`config.mk`:
```
export PLATFORM = sky130hd
export DESIGN_NAME = prime_factor_counter_top_flat
export DESIGN_NICKNAME = d
export VERILOG_FILES = /design/src/hdl/pfc_pkg.sv /design/src/hdl/pfc_if.sv /design/src/hdl/pfc_div.sv /design/src/hdl/pfc_core.sv /design/src/hdl/prime_factor_counter_top.sv /design/src/flat_wrapper.sv
export SDC_FILE = /design/constraint.sdc
export NUM_CORES = 1
export LEC_CHECK = 0
export ABC_AREA = 1
export BUFFER_PORTS_ARGS = -buffer_cell sky130_fd_sc_hd__buf_2
export CAP_MARGIN = 20
export CORE_MARGIN = 2
export CORE_UTILIZATION = 55
export CTS_CLUSTER_SIZE = 14
export DETAILED_ROUTE_END_ITERATION = 10
export PLACE_DENSITY_LB_ADDON = 0.05
export SYNTH_ARGS = -nofsm -noshare
export SYNTH_HDL_FRONTEND = slang
export SYNTH_SLANG_ARGS = --single-unit
```
`constraint.sdc`:
```
create_clock -name i_clk -period 3.6 [get_ports i_clk]
set_clock_uncertainty 0.1 [all_clocks]
set_input_delay 0.36 -clock i_clk [delete_from_list [all_inputs] [get_ports i_clk]]
set_output_delay 0.36 -clock i_clk [all_outputs]
set_load 0.02 [all_outputs]
```
`src/hdl/pfc_pkg.sv`:
```
// Shared types, constants and helper functions for the prime factor counter.
// No dependencies.
package pfc_pkg;

    localparam int ARG_W      = 31;   // width of value fields
    localparam int TOTAL_W    = 5;    // width of factor counts
    localparam int DISTINCT_W = 4;    // width of distinct counts

    localparam logic [TOTAL_W-1:0]    TOTAL_MAX    = 5'd31;
    localparam logic [DISTINCT_W-1:0] DISTINCT_MAX = 4'd15;
    localparam int                    FIRST_DIVISOR = 2;

    typedef enum logic [2:0] {
        S_IDLE,
        S_ISSUE,
        S_WAIT,
        S_EVAL,
        S_FINISH,
        S_DONE
    } t_core_state;

    typedef struct packed {
        logic busy;
        logic done;
    } t_div_stat;

    typedef struct packed {
        logic                  busy;
        logic                  done;
        logic [TOTAL_W-1:0]    factor_count;
        logic [DISTINCT_W-1:0] distinct_count;
    } t_core_stat;

    function automatic logic [TOTAL_W-1:0] inc_total(input logic [TOTAL_W-1:0] t);
        return (t == TOTAL_MAX) ? t : t + 1'b1;
    endfunction

    function automatic logic [DISTINCT_W-1:0] inc_distinct(
        input logic [DISTINCT_W-1:0] d);
        return (d == DISTINCT_MAX) ? d : d + 1'b1;
    endfunction

endpackage

```
`src/hdl/pfc_if.sv`:
```
// Valid/ready channel interfaces for the prime factor counter.
// Depends on pfc_pkg for field widths.
interface pfc_in_if;
    logic                       valid;
    logic                       ready;
    logic [pfc_pkg::ARG_W-1:0]  value;
    logic                       start_of_set;

    modport source (output valid, output value, output start_of_set, input ready);
    modport sink   (input valid, input value, input start_of_set, output ready);
endinterface

interface pfc_out_if;
    logic                            valid;
    logic                            ready;
    logic [pfc_pkg::TOTAL_W-1:0]     factor_count;
    logic [pfc_pkg::DISTINCT_W-1:0]  distinct_count;
    logic [pfc_pkg::TOTAL_W-1:0]     best_factor_count;
    logic [pfc_pkg::ARG_W-1:0]       best_factor_value;
    logic [pfc_pkg::DISTINCT_W-1:0]  best_distinct_count;
    logic [pfc_pkg::ARG_W-1:0]       best_distinct_value;

    modport source (output valid, output factor_count, output distinct_count,
                    output best_factor_count, output best_factor_value,
                    output best_distinct_count, output best_distinct_value,
                    input ready);
    modport sink   (input valid, input factor_count, input distinct_count,
                    input best_factor_count, input best_factor_value,
                    input best_distinct_count, input best_distinct_value,
                    output ready);
endinterface

```
`src/hdl/pfc_div.sv`:
```
// Shared restoring divider: one quotient bit per cycle.
// Depends on pfc_pkg (t_div_stat).
module pfc_div #(
    parameter int VALUE_BITS = 31
) (
    input  logic                  i_clk,
    input  logic                  i_rst_n,
    input  logic                  i_start,
    input  logic [VALUE_BITS-1:0] i_dividend,
    input  logic [VALUE_BITS-1:0] i_divisor,
    output pfc_pkg::t_div_stat    o_stat,
    output logic [VALUE_BITS-1:0] o_quo,
    output logic [VALUE_BITS-1:0] o_rem
);
    localparam int CW = $clog2(VALUE_BITS + 1);

    logic                  r_busy;
    logic                  r_done;
    logic [CW-1:0]         r_cnt;
    logic [VALUE_BITS-1:0] r_quo;
    logic [VALUE_BITS-1:0] r_rem;
    logic [VALUE_BITS-1:0] r_den;

    logic [VALUE_BITS:0]   w_shift;
    logic [VALUE_BITS:0]   w_diff;
    logic                  w_fit;

    assign w_shift = {r_rem, r_quo[VALUE_BITS-1]};
    assign w_diff  = w_shift - {1'b0, r_den};
    assign w_fit   = (w_shift >= {1'b0, r_den});

    always_ff @(posedge i_clk) begin
        if (!i_rst_n) begin
            r_busy <= 1'b0;
            r_done <= 1'b0;
        end else begin
            r_done <= 1'b0;
            if (i_start) begin
                r_busy <= 1'b1;
            end else if (r_busy && r_cnt == CW'(1)) begin
                r_busy <= 1'b0;
                r_done <= 1'b1;
            end
        end
    end

    always_ff @(posedge i_clk) begin
        if (i_start) begin
            r_cnt <= CW'(VALUE_BITS);
            r_quo <= i_dividend;
            r_rem <= '0;
            r_den <= i_divisor;
        end else if (r_busy) begin
            r_cnt <= r_cnt - 1'b1;
            r_quo <= {r_quo[VALUE_BITS-2:0], w_fit};
            r_rem <= w_fit ? w_diff[VALUE_BITS-1:0] : w_shift[VALUE_BITS-1:0];
        end
    end

    assign o_stat.busy = r_busy;
    assign o_stat.done = r_done;
    assign o_quo       = r_quo;
    assign o_rem       = r_rem;
endmodule

```
`src/hdl/pfc_core.sv`:
```
// Trial-division sequencer: drives the shared divider and counts factors.
// Depends on pfc_pkg and pfc_div.
module pfc_core #(
    parameter int VALUE_BITS = 31
) (
    input  logic                  i_clk,
    input  logic                  i_rst_n,
    input  logic                  i_start,
    input  logic [VALUE_BITS-1:0] i_value,
    input  logic                  i_ack,
    output pfc_pkg::t_core_stat   o_stat
);
    pfc_pkg::t_core_state r_state, n_state;

    logic [VALUE_BITS-1:0]          r_n;
    logic [VALUE_BITS-1:0]          r_div;
    logic                           r_found;   // current divisor already counted
    logic [pfc_pkg::TOTAL_W-1:0]    r_total;
    logic [pfc_pkg::DISTINCT_W-1:0] r_distinct;

    logic                  w_div_start;
    pfc_pkg::t_div_stat    w_div_stat;
    logic [VALUE_BITS-1:0] w_quo;
    logic [VALUE_BITS-1:0] w_rem;
    logic                  w_n_gt1;
    logic                  w_loop_ok;
    logic                  w_exact;

    pfc_div #(.VALUE_BITS(VALUE_BITS)) u_div (
        .i_clk      (i_clk),
        .i_rst_n    (i_rst_n),
        .i_start    (w_div_start),
        .i_dividend (r_n),
        .i_divisor  (r_div),
        .o_stat     (w_div_stat),
        .o_quo      (w_quo),
        .o_rem      (w_rem)
    );

    assign w_n_gt1   = (r_n > VALUE_BITS'(1));
    assign w_loop_ok = w_n_gt1 && (r_div <= w_quo);
    assign w_exact   = (w_rem == '0);

    always_ff @(posedge i_clk) begin
        if (!i_rst_n) begin
            r_state <= pfc_pkg::S_IDLE;
        end else begin
            r_state <= n_state;
        end
    end

    always_comb begin
        n_state = r_state;
        case (r_state)
            pfc_pkg::S_IDLE:   if (i_start) n_state = pfc_pkg::S_ISSUE;
            pfc_pkg::S_ISSUE:  n_state = pfc_pkg::S_WAIT;
            pfc_pkg::S_WAIT:   if (w_div_stat.done) n_state = pfc_pkg::S_EVAL;
            pfc_pkg::S_EVAL: begin
                if (!r_found && !w_loop_ok) begin
                    n_state = pfc_pkg::S_FINISH;
                end else begin
                    n_state = pfc_pkg::S_ISSUE;
                end
            end
            pfc_pkg::S_FINISH: n_state = pfc_pkg::S_DONE;
            pfc_pkg::S_DONE:   if (i_ack) n_state = pfc_pkg::S_IDLE;
            default:           n_state = pfc_pkg::S_IDLE;
        endcase
    end

    always_comb begin
        w_div_start          = (r_state == pfc_pkg::S_ISSUE);
        o_stat.busy          = (r_state != pfc_pkg::S_IDLE);
        o_stat.done          = (r_state == pfc_pkg::S_DONE);
        o_stat.factor_count  = r_total;
        o_stat.distinct_count = r_distinct;
    end

    always_ff @(posedge i_clk) begin
        case (r_state)
            pfc_pkg::S_IDLE: begin
                if (i_start) begin
                    r_n        <= i_value;
                    r_div      <= VALUE_BITS'(pfc_pkg::FIRST_DIVISOR);
                    r_found    <= 1'b0;
                    r_total    <= '0;
                    r_distinct <= '0;
                end
            end
            pfc_pkg::S_EVAL: begin
                if (r_found) begin
                    // repeated division by the same prime
                    if (w_exact) begin
                        r_n     <= w_quo;
                        r_total <= pfc_pkg::inc_total(r_total);
                    end else begin
                        r_found <= 1'b0;
                        r_div   <= r_div + 1'b1;
                    end
                end else if (w_loop_ok) begin
                    if (w_exact) begin
                        r_n        <= w_quo;
                        r_total    <= pfc_pkg::inc_total(r_total);
                        r_distinct <= pfc_pkg::inc_distinct(r_distinct);
                        r_found    <= 1'b1;
                    end else begin
                        r_div <= r_div + 1'b1;
                    end
                end
            end
            pfc_pkg::S_FINISH: begin
                // leftover cofactor above one is a prime
                if (w_n_gt1) begin
                    r_total    <= pfc_pkg::inc_total(r_total);
                    r_distinct <= pfc_pkg::inc_distinct(r_distinct);
                end
            end
            default: begin
            end
        endcase
    end
endmodule

```
`src/hdl/prime_factor_counter_top.sv`:
```
// Prime factor counter: trial division with a shared divider, running maxima.
// Depends on pfc_pkg, pfc_if (pfc_in_if, pfc_out_if) and pfc_core.
//
// One value is taken per transfer and factored by trial division with
// divisors 2, 3, 4, ... up to the square root of the remaining cofactor.
// Each trial starts the shared restoring divider, waits for its result
// and evaluates it; each prime factor found costs one more trial per
// repeat. The number of trials is data dependent: a few for small or
// smooth values, up to about sqrt(value) for a prime or a value with a
// large prime cofactor (around 46k trials for the worst 31-bit values).
// The core takes one value at a time; i_in.ready is high only while it
// is idle. The result sits in an output register, so a new value is
// taken while the last result waits.
// Each result carries the factor count with multiplicity, the distinct
// count, and the running maxima of both with the first value that reached
// them (ties keep the earlier value). start_of_set clears the maxima
// before its own value is counted. Values 0 and 1 have no factors. Only
// the low VALUE_BITS bits of the value are factored.
module prime_factor_counter_top #(
    parameter int VALUE_BITS = 31
) (
    input  logic         i_clk,
    input  logic         i_rst_n,
    pfc_in_if.sink       i_in,
    pfc_out_if.source    o_out
);
    localparam int AW = pfc_pkg::ARG_W;
    localparam int TW = pfc_pkg::TOTAL_W;
    localparam int DW = pfc_pkg::DISTINCT_W;

    pfc_pkg::t_core_stat w_stat;
    logic                w_in_xfer;
    logic                w_slot_free;
    logic                w_ack;
    logic                w_new_total;
    logic                w_new_distinct;

    // value as the core sees it, and as it is reported
    logic [VALUE_BITS-1:0] w_value;
    logic [AW-1:0]         r_arg;

    // running maxima
    logic [TW-1:0] r_max_total;
    logic [AW-1:0] r_max_total_arg;
    logic [DW-1:0] r_max_distinct;
    logic [AW-1:0] r_max_distinct_arg;

    // output register
    logic          r_out_valid;
    logic [TW-1:0] r_out_total;
    logic [DW-1:0] r_out_distinct;
    logic [TW-1:0] r_out_best_total;
    logic [AW-1:0] r_out_best_total_arg;
    logic [DW-1:0] r_out_best_distinct;
    logic [AW-1:0] r_out_best_distinct_arg;

    assign w_value     = VALUE_BITS'(i_in.value);
    assign i_in.ready  = !w_stat.busy;
    assign w_in_xfer   = i_in.valid && i_in.ready;
    assign w_slot_free = !r_out_valid || o_out.ready;
    assign w_ack       = w_stat.done && w_slot_free;

    // a strictly larger count takes over; ties keep the stored value
    assign w_new_total    = (w_stat.factor_count > r_max_total);
    assign w_new_distinct = (w_stat.distinct_count > r_max_distinct);

    pfc_core #(.VALUE_BITS(VALUE_BITS)) u_core (
        .i_clk   (i_clk),
        .i_rst_n (i_rst_n),
        .i_start (w_in_xfer),
        .i_value (w_value),
        .i_ack   (w_ack),
        .o_stat  (w_stat)
    );

    // reported value: masked to VALUE_BITS, then fitted to the field
    always_ff @(posedge i_clk) begin
        if (w_in_xfer) begin
            r_arg <= AW'(w_value);
        end
    end

    always_ff @(posedge i_clk) begin
        if (!i_rst_n) begin
            r_max_total        <= '0;
            r_max_total_arg    <= '0;
            r_max_distinct     <= '0;
            r_max_distinct_arg <= '0;
        end else if (w_in_xfer && i_in.start_of_set) begin
            // core is idle here, so no update can collide with the clear
            r_max_total        <= '0;
            r_max_total_arg    <= '0;
            r_max_distinct     <= '0;
            r_max_distinct_arg <= '0;
        end else if (w_ack) begin
            if (w_new_total) begin
                r_max_total     <= w_stat.factor_count;
                r_max_total_arg <= r_arg;
            end
            if (w_new_distinct) begin
                r_max_distinct     <= w_stat.distinct_count;
                r_max_distinct_arg <= r_arg;
            end
        end
    end

    always_ff @(posedge i_clk) begin
        if (!i_rst_n) begin
            r_out_valid <= 1'b0;
        end else if (w_ack) begin
            r_out_valid <= 1'b1;
        end else if (o_out.ready) begin
            r_out_valid <= 1'b0;
        end
    end

    always_ff @(posedge i_clk) begin
        if (w_ack) begin
            r_out_total    <= w_stat.factor_count;
            r_out_distinct <= w_stat.distinct_count;
            r_out_best_total        <= w_new_total ? w_stat.factor_count : r_max_total;
            r_out_best_total_arg    <= w_new_total ? r_arg : r_max_total_arg;
            r_out_best_distinct     <= w_new_distinct ? w_stat.distinct_count
                                                      : r_max_distinct;
            r_out_best_distinct_arg <= w_new_distinct ? r_arg : r_max_distinct_arg;
        end
    end

    assign o_out.valid               = r_out_valid;
    assign o_out.factor_count        = r_out_total;
    assign o_out.distinct_count      = r_out_distinct;
    assign o_out.best_factor_count   = r_out_best_total;
    assign o_out.best_factor_value   = r_out_best_total_arg;
    assign o_out.best_distinct_count = r_out_best_distinct;
    assign o_out.best_distinct_value = r_out_best_distinct_arg;
endmodule

```
`src/flat_wrapper.sv`:
```
// flat-port wrapper written by rule: the top's interface ports become plain ports
module prime_factor_counter_top_flat 
#(
    parameter int VALUE_BITS = 31
)
  (i_clk, i_rst_n, i_in_valid, i_in_value, i_in_start_of_set, i_in_ready, o_out_valid, o_out_factor_count, o_out_distinct_count, o_out_best_factor_count, o_out_best_factor_value, o_out_best_distinct_count, o_out_best_distinct_value, o_out_ready);
  pfc_in_if i_in_i ();
  pfc_out_if o_out_i ();
  input  logic i_clk;
  input  logic i_rst_n;
  input wire logic [$bits(i_in_i.valid)-1:0] i_in_valid;
  input wire logic [$bits(i_in_i.value)-1:0] i_in_value;
  input wire logic [$bits(i_in_i.start_of_set)-1:0] i_in_start_of_set;
  output wire logic [$bits(i_in_i.ready)-1:0] i_in_ready;
  output wire logic [$bits(o_out_i.valid)-1:0] o_out_valid;
  output wire logic [$bits(o_out_i.factor_count)-1:0] o_out_factor_count;
  output wire logic [$bits(o_out_i.distinct_count)-1:0] o_out_distinct_count;
  output wire logic [$bits(o_out_i.best_factor_count)-1:0] o_out_best_factor_count;
  output wire logic [$bits(o_out_i.best_factor_value)-1:0] o_out_best_factor_value;
  output wire logic [$bits(o_out_i.best_distinct_count)-1:0] o_out_best_distinct_count;
  output wire logic [$bits(o_out_i.best_distinct_value)-1:0] o_out_best_distinct_value;
  input wire logic [$bits(o_out_i.ready)-1:0] o_out_ready;
  assign i_in_i.valid = i_in_valid;
  assign i_in_i.value = i_in_value;
  assign i_in_i.start_of_set = i_in_start_of_set;
  assign i_in_ready = i_in_i.ready;
  assign o_out_valid = o_out_i.valid;
  assign o_out_factor_count = o_out_i.factor_count;
  assign o_out_distinct_count = o_out_i.distinct_count;
  assign o_out_best_factor_count = o_out_i.best_factor_count;
  assign o_out_best_factor_value = o_out_i.best_factor_value;
  assign o_out_best_distinct_count = o_out_i.best_distinct_count;
  assign o_out_best_distinct_value = o_out_i.best_distinct_value;
  assign o_out_i.ready = o_out_ready;
  prime_factor_counter_top #(.VALUE_BITS(VALUE_BITS)) u_core (.i_clk(i_clk), .i_rst_n(i_rst_n), .i_in(i_in_i), .o_out(o_out_i));
endmodule
```
; ---- Word-level counts from Yosys, hierarchy flattened
; Index checks and enable logic that the tools add are counted.
[classes]
mul = 0
n_reduce_logical = 26
magnitude_cmp = 5
bitwise = 1
div = 0
add_sub_neg = 5
n_eq_ne = 16
shift = 0
n_mux = 46
[ops]
columns = cell, n
row1 = $mux W31, 13
row2 = $pmux W31 S2, 2
row3 = $mux W5, 7
row4 = $ge A32 B31 Y1, 1
row5 = $add A31 B1 Y31 const B, 1
row6 = $gt A31 B1 Y1 const B, 1
row7 = $le A31 B31 Y1, 1
row8 = $logic_not A31 Y1, 1
row9 = $sub A31 B31 Y31, 1
row10 = $mux W4, 7
row11 = $pmux W3 S6, 1
row12 = $pmux W5 S3, 1
row13 = $mux W3, 4
row14 = $pmux W4 S3, 1
row15 = $ne A2 B2 Y1 const B, 5
row16 = $mux W1, 9
row17 = $reduce_bool A2 Y1, 4
row18 = $eq A3 B2 Y1 const B, 2
row19 = $eq A3 B3 Y1 const B, 2
row20 = $logic_and A1 B1 Y1, 6
row21 = $reduce_and A3 Y1, 2
row22 = $reduce_and A6 Y1, 1
row23 = $reduce_bool A3 Y1, 2
row24 = $add A5 B1 Y5 const B, 1
row25 = other kinds (18), 23
[word_totals]
romBits = 0
reg_bits = 358
ram_bits = 0
latchBits = 0
mem_count = 0
out_inout_bits = 82
inputBits = 36
word_cells = 123

; ---- Logic depth before layout (Yosys ltp)
; Gate-level depths: netlist (run 1).
[logic_depth]
depth_word = 6
ltp_mapped = 18
depth_no_buf = 18

; ---- Hierarchy
; From an unflattened synthesis (run 1), not the netlist that was laid out.
[unflattened]
hier_cells = 2440
area_unflattened_um2 = 19623.8
[by_module_without_submodules]
columns = module, n_inst, area_each_um2, cells_per_inst, seq_area_each_um2
row1 = prime_factor_counter_top, 1, 7693.6, 834, 4774.6
row2 = pfc_div, 1, 6725.2, 965, 2622.5
row3 = pfc_core, 1, 5205.0, 641, 2222.1

; ---- Worst setup path before layout (run 1)
; OpenSTA, ideal clock, no wires.
[synth_timing]
path_type = reg2reg
startpoint = register u_core.u_core.r_state[2]
endpoint = register u_core.r_out_best_distinct[0] (netlist: u_core.o_out.best_distinct_count[0]) (enable)
arrival_ps = 3100
required_ps = 3024
synth_period_minus_slack_ps = 3675
stages_incl_launch_ff = 5
path_buffers = 1
setup_time_ps = 476
slack_ps = -75
cell_sequence = dfxtp_1 -> and3_1 -> inv_2 -> nor2_1 -> buf_1
[synth_between]
elab_chain_len = 2
[synth_rtl]
columns = element, line_no
row1 = from (decl), pfc_core.sv:13  ; pfc_pkg::t_core_state r_state, n_state;
row2 = from (signal assigned), pfc_core.sv:46  ; r_state <= pfc_pkg::S_IDLE;
row3 = from (signal assigned), pfc_core.sv:48  ; r_state <= n_state;
row4 = $eq A3 B3 Y1, pfc_core.sv:74  ; o_stat.done = (r_state == pfc_pkg::S_DONE);
row5 = $logic_and A1 B1 Y1, prime_factor_counter_top.sv:61  ; assign w_ack = w_stat.done && w_slot_free;
row6 = via u_core.u_core.i_ack, pfc_core.sv:10  ; input logic i_ack,
row7 = to (signal assigned), prime_factor_counter_top.sv:123  ; r_out_best_distinct <= w_new_distinct ? w_stat.distinct_count
row8 = to (decl), prime_factor_counter_top.sv:54  ; logic [DW-1:0] r_out_best_distinct;
; The timed path passes the listed nets, and every way through them passes these cells.
; A chain may end at the register's enable or synchronous reset.

; ---- Worst setup path after layout (run 1)
[layout_timing]
startpoint = register u_core.u_core.r_div[22]
endpoint = register u_core.u_core.r_div[10] (enable)
[layout_between]
elab_chain_len = 4
[layout_rtl]
columns = element, line_no
row1 = from (decl), pfc_core.sv:16  ; logic [VALUE_BITS-1:0] r_div;
row2 = from (signal assigned), pfc_core.sv:84  ; r_div <= VALUE_BITS'(pfc_pkg::FIRST_DIVISOR);
row3 = from (signal assigned), pfc_core.sv:98  ; r_div <= r_div + 1'b1;
row4 = from (signal assigned), pfc_core.sv:107  ; r_div <= r_div + 1'b1;
row5 = $le A31 B31 Y1, pfc_core.sv:41  ; assign w_loop_ok = w_n_gt1 && (r_div <= w_quo);
row6 = $logic_and A1 B1 Y1, pfc_core.sv:41
row7 = $ne A3 B3 Y1 (no line), -
row8 = $reduce_and A3 Y1 (no line), -
; No other way between the ends.

==> metrics.md, run 1 <==
| Metric | Value |
|---|---|
| Fmax | 0.327 GHz |
| Count leader, synth | nand2_1 |
| Placed Area | 19000 um^2 |
| GPL Wtd Cong | 0.951 |
| Post-synth top area share | 41.0% |
| Synthesized area | 17900 um^2 |
| Setup TNS | 0 ns |
| Final Util | between 60% and 70% |
| Setup violations, final | 0 |
| Num Clock Sinks | 358 |
| Number of global-route vias before repair | 13.5k |
| Critical path capture point type | flop |
| Syn avg cell area | around 8.6 um^2 |
| Max cap viols | 0 |
| Die Area | 34100 um^2 |
| Post-layout min period | 3.06 ns |
| First-pass GRT wire length | between 70000 and 80000 um |
| Final ANT Viol Nets | 0 |
| Final Max Tran Viols | 0 |
| Chip Width | 185 um |
| Slack of the critical path | 0.545 ns |
| Post-CTS Setup Bufs | 0 |
| Power per cell area | 684 nW/um^2 |
| Clock Path Buffers | 3 |
| Register clock-pin slew on the reported worst setup and hold paths | 0.06 ns |
| Die height | 185 um |
| Worst-skew pair later-pin latency | 0.54 ns |
| Worst Path Arrival | 3.12 ns |
| Fraction of registers with async set/reset | 0% |
| Combinational power share | 31.8% |
| Starting Density | 55.5% |
| Final wirelength | 45700 um |
| Site row count | 66 |
| Post-Synth Adder-Cell Area | 5.41% |
| Port Buf Inserts | 117 |
| Post-route DRC violation count | 0 |
| Top cells by area, synth | edfxtp_1, dfxtp_1, nand2_1 |
| CTS Root Cell | clkbuf_16 |
| Ys Warns | 0 |
| Reg2reg setup slack | 0.54 ns |
| Hold Crit Class | in2reg |
| Tcrit/Tclk final | ~85% |
| Pre-CTS setup slack | 0.570 ns |
| Critical path fanouts, max | 31 |
| Dpl hpwl | around 33000 um |
| Max VDD drop | roughly 1200 uV |
| Reg-to-reg critical path endpoint | u_core.u_core.r_div[10] |
| Critical path origin | u_core.u_core.r_div[22] |
| Final Power | 14.1 mW |
| Internal | roughly 8.9 mW |
| EDFF count, synth | 245 |
| Post-Synth Simple-Gate Area | 19.0% |
| CTS tree | done |
| Post-synth top area cell | edfxtp_1 |
| Design area | ~21000 um^2 |
| Initial antenna violation count | 0 |
| Actual slew at the worst max-slew pin | 1.04 ns |
| FF-to-FF Start | u_core.u_core.r_div[22] |
| Final Net Count | 2340 |
| Power share of the clock group | 28.3% |
| Ys flop type | edfxtp_1 |
| Wirelength per Cell | 16.9 um |
| Fin cells | about 2.7k |
| # diodes | 0 |
| CTS-repair resized insts | 0 |
| Synth Register Bits | approximately 360 |
| Yosys cell types | 40 |
| TritonRoute pass-1 iters | 7 |
| R2R depth | 14 |
| GR Util All Layers | 26.9% |
| Mapped Cells | 2086 |
| Post-synthesis compound-gate area fraction | a little under an eighth |
| Final hold viol count | 0 |
| Total number of vias | 14.5k |
| Area Growth Syn to Fin | 15.0% |
| DRT iter0 DRCs | 990 |
| Largest net degree at the start of global routing | about 150 |
| Syn Nets | 2199 |
| Part of the power in registers | roughly 40% |
| RSZ-0062 raised after global routing | no |
| Post-synthesis mux area share | 0% |
| Hold slack | 0.0626 ns |
| Critical path class | reg2reg |
| H-tree levels | 2 |
| Slew margin rel. | between 30% and 40% |
| Net Sw Power | 5.18 mW |
| Xor/xnor share of the synthesized area | under 10% |
| Layout cells sized above 1 | roughly a tenth |
| Sw Ratio | 36.7% |
| Remaining global-route overflow | 0 |
| Inserted Clock Buffers | 40 |
| Leakage power | 9.11 nW |
| Nature of the critical path startpoint | flop |
| Critical path endpoint | u_core.u_core.r_div[10] |
| Vias per cell | 5.37 |
| Critical path data required time | 3.67 ns |
| Seq/Total Area, Yosys | around 54% |
| Core ar. | 32300 um^2 |
| IO Pins | around 120 |
| Most frequent cells after synthesis | nand2_1, inv_1, o21ai_0, edfxtp_1, nor2_1 |
| Placed insts | 2595 |
| Largest family of logic cells by synthesized area | simple AND/OR/NAND/NOR gates |
| Status | complete, no violations |
## placed cells by master, fill, tap and decap left out, drive strengths merged
cell type    instances
and3                 3
clkbuf              59
bufinv               2
nor4                22
nor2               238
fa                   1
o21bai               2
nand3               47
a211oi               1
or2                  9
xor2                24
a21o                 6
o21ai              262
a22oi                1
o311ai               1
dlygate4sd3         31
xnor2               19
a21oi              103
nand3b               2
buf                136
dfxtp              113
clkinv               9
nand4               19
ha                  76
a31oi                1
o21a                 3
clkinvlp             1
edfxtp             245
nand2              471
o211ai              23
nor3                27
inv                299
a21boi               2
## layout make-up
cell class	count	area, um^2
Multi-Input combinational cell	1363	6920
Fill cell	2794	11700
Clock buffer	59	1140
Timing Repair Buffer	167	1120
Clock inverter	14	146
Inverter	297	1110
Sequential cell	358	9620
Tap cell	442	553
## logic make-up after synthesis
group                      Yosys count
AOI/OAI and AO/OA                  405
xor gates and xnor gates            43
adders and majority gates           77
buffers and inverters              365
DFF                                358
and+or+nand+nor                    838
## critical path, stage by stage, from the launching register on
cell      delay, ns
edfxtp_1       0.51
ha_1           0.35
nand2_1        0.07
nor2_1         0.14
nand4_1        0.15
nor2_1         0.17
nand4_1        0.09
nand2_1        0.19
nand2_1        0.07
nand2_1        0.09
inv_1          0.06
nand2_1        0.12
nand2_1        0.08
inv_1          0.06
buf_4          0.42
## worst min-delay path by stage
| stage | start | end | slack [ns] | cells after the start |
|---|---|---|---|---|
| 5_1_grt | i_rst_n | u_core.u_core.u_div.r_busy | 0.11 | 3 |
| 3_3_place_gp | u_core.u_core.u_div.o_rem[17] | u_core.u_core.u_div.o_rem[17] | 0.37 | 2 |
| 4_1_cts | o_out_ready | u_core.o_out.valid | 0.05 | 4 |
| 3_5_place_dp | u_core.u_core.u_div.o_rem[17] | u_core.u_core.u_div.o_rem[17] | 0.38 | 2 |
| 6_report | o_out_ready | u_core.o_out.valid | 0.06 | 4 |
| 2_1_floorplan | u_core.u_core.u_div.o_rem[17] | u_core.u_core.u_div.o_rem[17] | 0.36 | 2 |
## state kept, by name, summed over array words and instances (netlist names), 3 cells and up
| register | cells |
|---|---|
| u_core.u_core.u_div.r_cnt | 5 |
| u_core.o_out.factor_count | 5 |
| u_core.r_max_total | 5 |
| u_core.r_arg | 31 |
| u_core.u_core.u_div.o_quo | 31 |
| u_core.u_core.u_div.r_den | 31 |
| u_core.o_out.distinct_count | 4 |
| u_core.u_core.u_div.o_rem | 31 |
| u_core.u_core.r_n | 31 |
| u_core.o_out.best_factor_count | 5 |
| u_core.o_out.best_factor_value | 31 |
| u_core.u_core.r_total | 5 |
| u_core.r_max_distinct_arg | 31 |
| u_core.u_core.r_div | 31 |
| u_core.o_out.best_distinct_count | 4 |
| u_core.u_core.r_state | 3 |
| u_core.r_max_distinct | 4 |
| u_core.o_out.best_distinct_value | 31 |
| u_core.u_core.r_distinct | 4 |
| u_core.r_max_total_arg | 31 |
## power by group through the flow
stage | Sequential (mW) | Clock, mW | Combinational (mW)
final | 5.63 | 3.99 | 4.49
after CTS | 5.63 | 4.06 | 4.45
after detailed placement | 5.70 | 0 | 4.40
after global placement | 5.70 | 0 | 4.34
after global routing | 5.69 | 4.23 | 5.05
after floorplan | 5.55 | 0 | 3.10
## routing by layer
metal,vias up,global-route usage [%],wire length [um]
li1,7178,-,-
met5,-,0,0
met2,420,43.7,21000
met3,89,3.34,2340
met4,0,9.25,1580
met1,6799,37.4,20700
## what timing repair did
item / 4_1_cts / 5_1_grt
setup endpoints to repair: 0 / 0
hold endpoints to repair: 31 / 0
hold buffers: 31 / 0
Power figures use the tool's default switching activity.
==> run 2: changes to the inputs <==
- CORE_UTILIZATION: 55 -> 61
- clock period: 3.6 -> 3.2 ns (I/O delays scaled with it)
==> run 2 against run 1 <==
Net effect:
- cell area is 0.26% higher
- worst setup slack got worse by 0.19 ns
- total power is 14% higher
- worst hold slack worse by 0.040 ns
- first-iteration DRC count grew 41%
- utilization up 7.8 points
- sequential share of layout area is 0.12 points lower
- wire length is 1.3% lower
- non-clock buffer count up 5
- critical path type unchanged
==> metrics.md, run 2 (synthesis gave the netlist of run 1 again) <==
| Metric | Value |
|---|---|
| Inserted Clock Buffers | 38 |
| # diodes | 0 |
| Wirelength per Cell | roughly 17 um |
| Starting Density | approximately 62% |
| Slack of the critical path | 0.352 ns |
| CTS Root Cell | clkbuf_16 |
| Worst-skew pair later-pin latency | 0.53 ns |
| Critical path capture point type | flop |
| Worst Path Arrival | a little under 3 ns |
| Die Area | slightly above 30000 um^2 |
| FF-to-FF Start | u_core.u_core.r_div[22] |
| Vias per cell | 5.54 |
| Core ar. | 28900 um^2 |
| Number of global-route vias before repair | 13.7k |
| Worst Hold Path EP | u_core.o_out.valid |
| Fmax | 0.351 GHz |
| Final Power | 16.1 mW |
| H-tree levels | 2 |
| CTS tree | done |
| Max cap viols | 0 |
| Setup TNS | 0 ns |
| CTS-repair resized insts | 0 |
| Reg2reg setup slack | roughly 0.35 ns |
| Hold slack | 0.0227 ns |
| Setup violations, final | 0 |
| Final wirelength | 45100 um |
| Final ANT Viol Nets | 0 |
| Status | complete, no violations |
| Die height | 175 um |
| Final Max Tran Viols | 0 |
| Internal | 10.3 mW |
| Area Growth Syn to Fin | 15.3% |
| TritonRoute pass-1 iters | 7 |
| GPL Wtd Cong | between 0.9 and 1 |
| Combinational power share | 31.6% |
| Worst hold path startpoint | o_out_ready |
| Power per cell area | 780 nW/um^2 |
| Tcrit/Tclk final | 89.0% |
| Reg-to-reg critical path endpoint | u_core.u_core.r_div[20] |
| Max VDD drop | 607 uV |
| Power share of the clock group | 29.2% |
| Dpl hpwl | 31000 um |
| Remaining global-route overflow | 0 |
| Commonest non-fill, non-tap cell in the layout | nand2_1 |
| Clock Path Buffers | 3 |
| RSZ-0062 raised after global routing | no |
| Chip Width | 175 um |
| Net Sw Power | just under 6 mW |
| DRT iter0 DRCs | 1400 |
| Critical path fanouts, max | 31 |
| Num Clock Sinks | 358 |
| Critical path class | reg2reg |
| Pre-CTS setup slack | 0.413 ns |
| Initial antenna violation count | 0 |
| Final Util | a little under three quarters |
| Actual slew at the worst max-slew pin | 1.05 ns |
| Nature of the critical path startpoint | flop |
| Total number of vias | 14.6k |
| Final Net Count | 2343 |
| Final hold viol count | 0 |
| GR Util All Layers | 29.3% |
| Post-CTS Setup Bufs | 0 |
| Post-route DRC violation count | 0 |
| Post-layout min period | 2.85 ns |
| Sw Ratio | between 30 and 40% |
| Slew margin rel. | a little under a third |
| Leakage power | 9.17 nW |
| Largest net degree at the start of global routing | 145 |
| First-pass GRT wire length | roughly 70000 um |
| Register clock-pin slew on the reported worst setup and hold paths | around 0.06 ns |
| Critical path data required time | 3.32 ns |
| IO Pins | 118 |
| Port Buf Inserts | 117 |
| Part of the power in registers | about 39% |
| Hold Crit Class | in2reg |
| Most frequent cells in the layout | nand2_1, inv_1, o21ai_0, edfxtp_1, nor2_1 |
| Layout cells sized above 1 | 9.87% |
| R2R depth | 14 |
| Hold Path Depth | 4 |
| Site row count | just over 60 |
-- run 2: changes by cell type in the layout (fill, tap and decap cells not counted), sizes merged --
cell / before / now
buf: 136 / 141
bufinv: 2 / 7
clkbuf: 59 / 47
clkinv: 9 / 11
inv: 299 / 301
-- run 2: worst max path at each step --
| stage | startpoint | cells past startpoint | to |
|---|---|---|---|
| global placement | u_core.u_core.r_div[22] | 14 | u_core.u_core.r_div[16] |
| finish | u_core.u_core.r_div[22] | 14 | u_core.u_core.r_div[20] |
| detailed placement | u_core.u_core.r_div[22] | 14 | u_core.u_core.r_div[16] |
| CTS | u_core.u_core.r_div[22] | 14 | u_core.u_core.r_div[16] |
| global route | u_core.u_core.r_div[22] | 14 | u_core.u_core.r_div[20] |
| floorplan | u_core.u_core.r_div[22] | 13 | u_core.u_core.r_div[0] |
-- run 2: stage by stage --
stage	cell area (um^2)	std cells
2_1_floorplan	17900	2086
3_3_place_gp	19000	2543
3_5_place_dp	19000	2543
4_1_cts	20700	2644
5_1_grt	20700	2644
6_report	20700	2644
-- run 2: area by class of cell --
cell class / count / area, um^2
clock buffers: 47 / 1040
flip-flops and latches: 358 / 9620
fillers: 2250 / 8180
repair buffers: 172 / 1190
multi-input cells: 1363 / 6920
well taps: 384 / 480
clock inverters: 23 / 312
inverters: 297 / 1110
-- run 2: worst max-delay path: stages, from the launching register on --
cell      delay, ns
edfxtp_1       0.50
ha_1           0.35
nand2_1        0.07
nor2_1         0.13
nand4_1        0.16
nor2_1         0.21
nand4_1        0.10
nand2_1        0.17
nand2_1        0.07
nand2_1        0.09
inv_1          0.06
nand2_1        0.12
nand2_1        0.07
inv_1          0.10
buf_12         0.22
-- run 2: routing by layer --
layer / up-vias / routed length [um] / GRT usage (%)
met5: - / 0 / 0
met4: 0 / 1270 / 8.95
met3: 80 / 2990 / 3.70
met2: 562 / 20500 / 46.1
met1: 6807 / 20300 / 42.7
li1: 7192 / - / -
-- run 2: what timing repair did --
action,CTS,global route
endpoints found under the setup margin,0,0
hold endpoints to repair,32,0
hold buffers,31,0
-- run 2: power groups by stage --
stage	Sequential [mW]	Clock (mW)	Combinational (mW)
4_1_cts	6.31	4.77	5.05
2_1_floorplan	6.24	0	3.49
3_3_place_gp	6.37	0	4.88
6_report	6.32	4.72	5.09
3_5_place_dp	6.39	0	4.97
5_1_grt	6.39	4.94	5.73
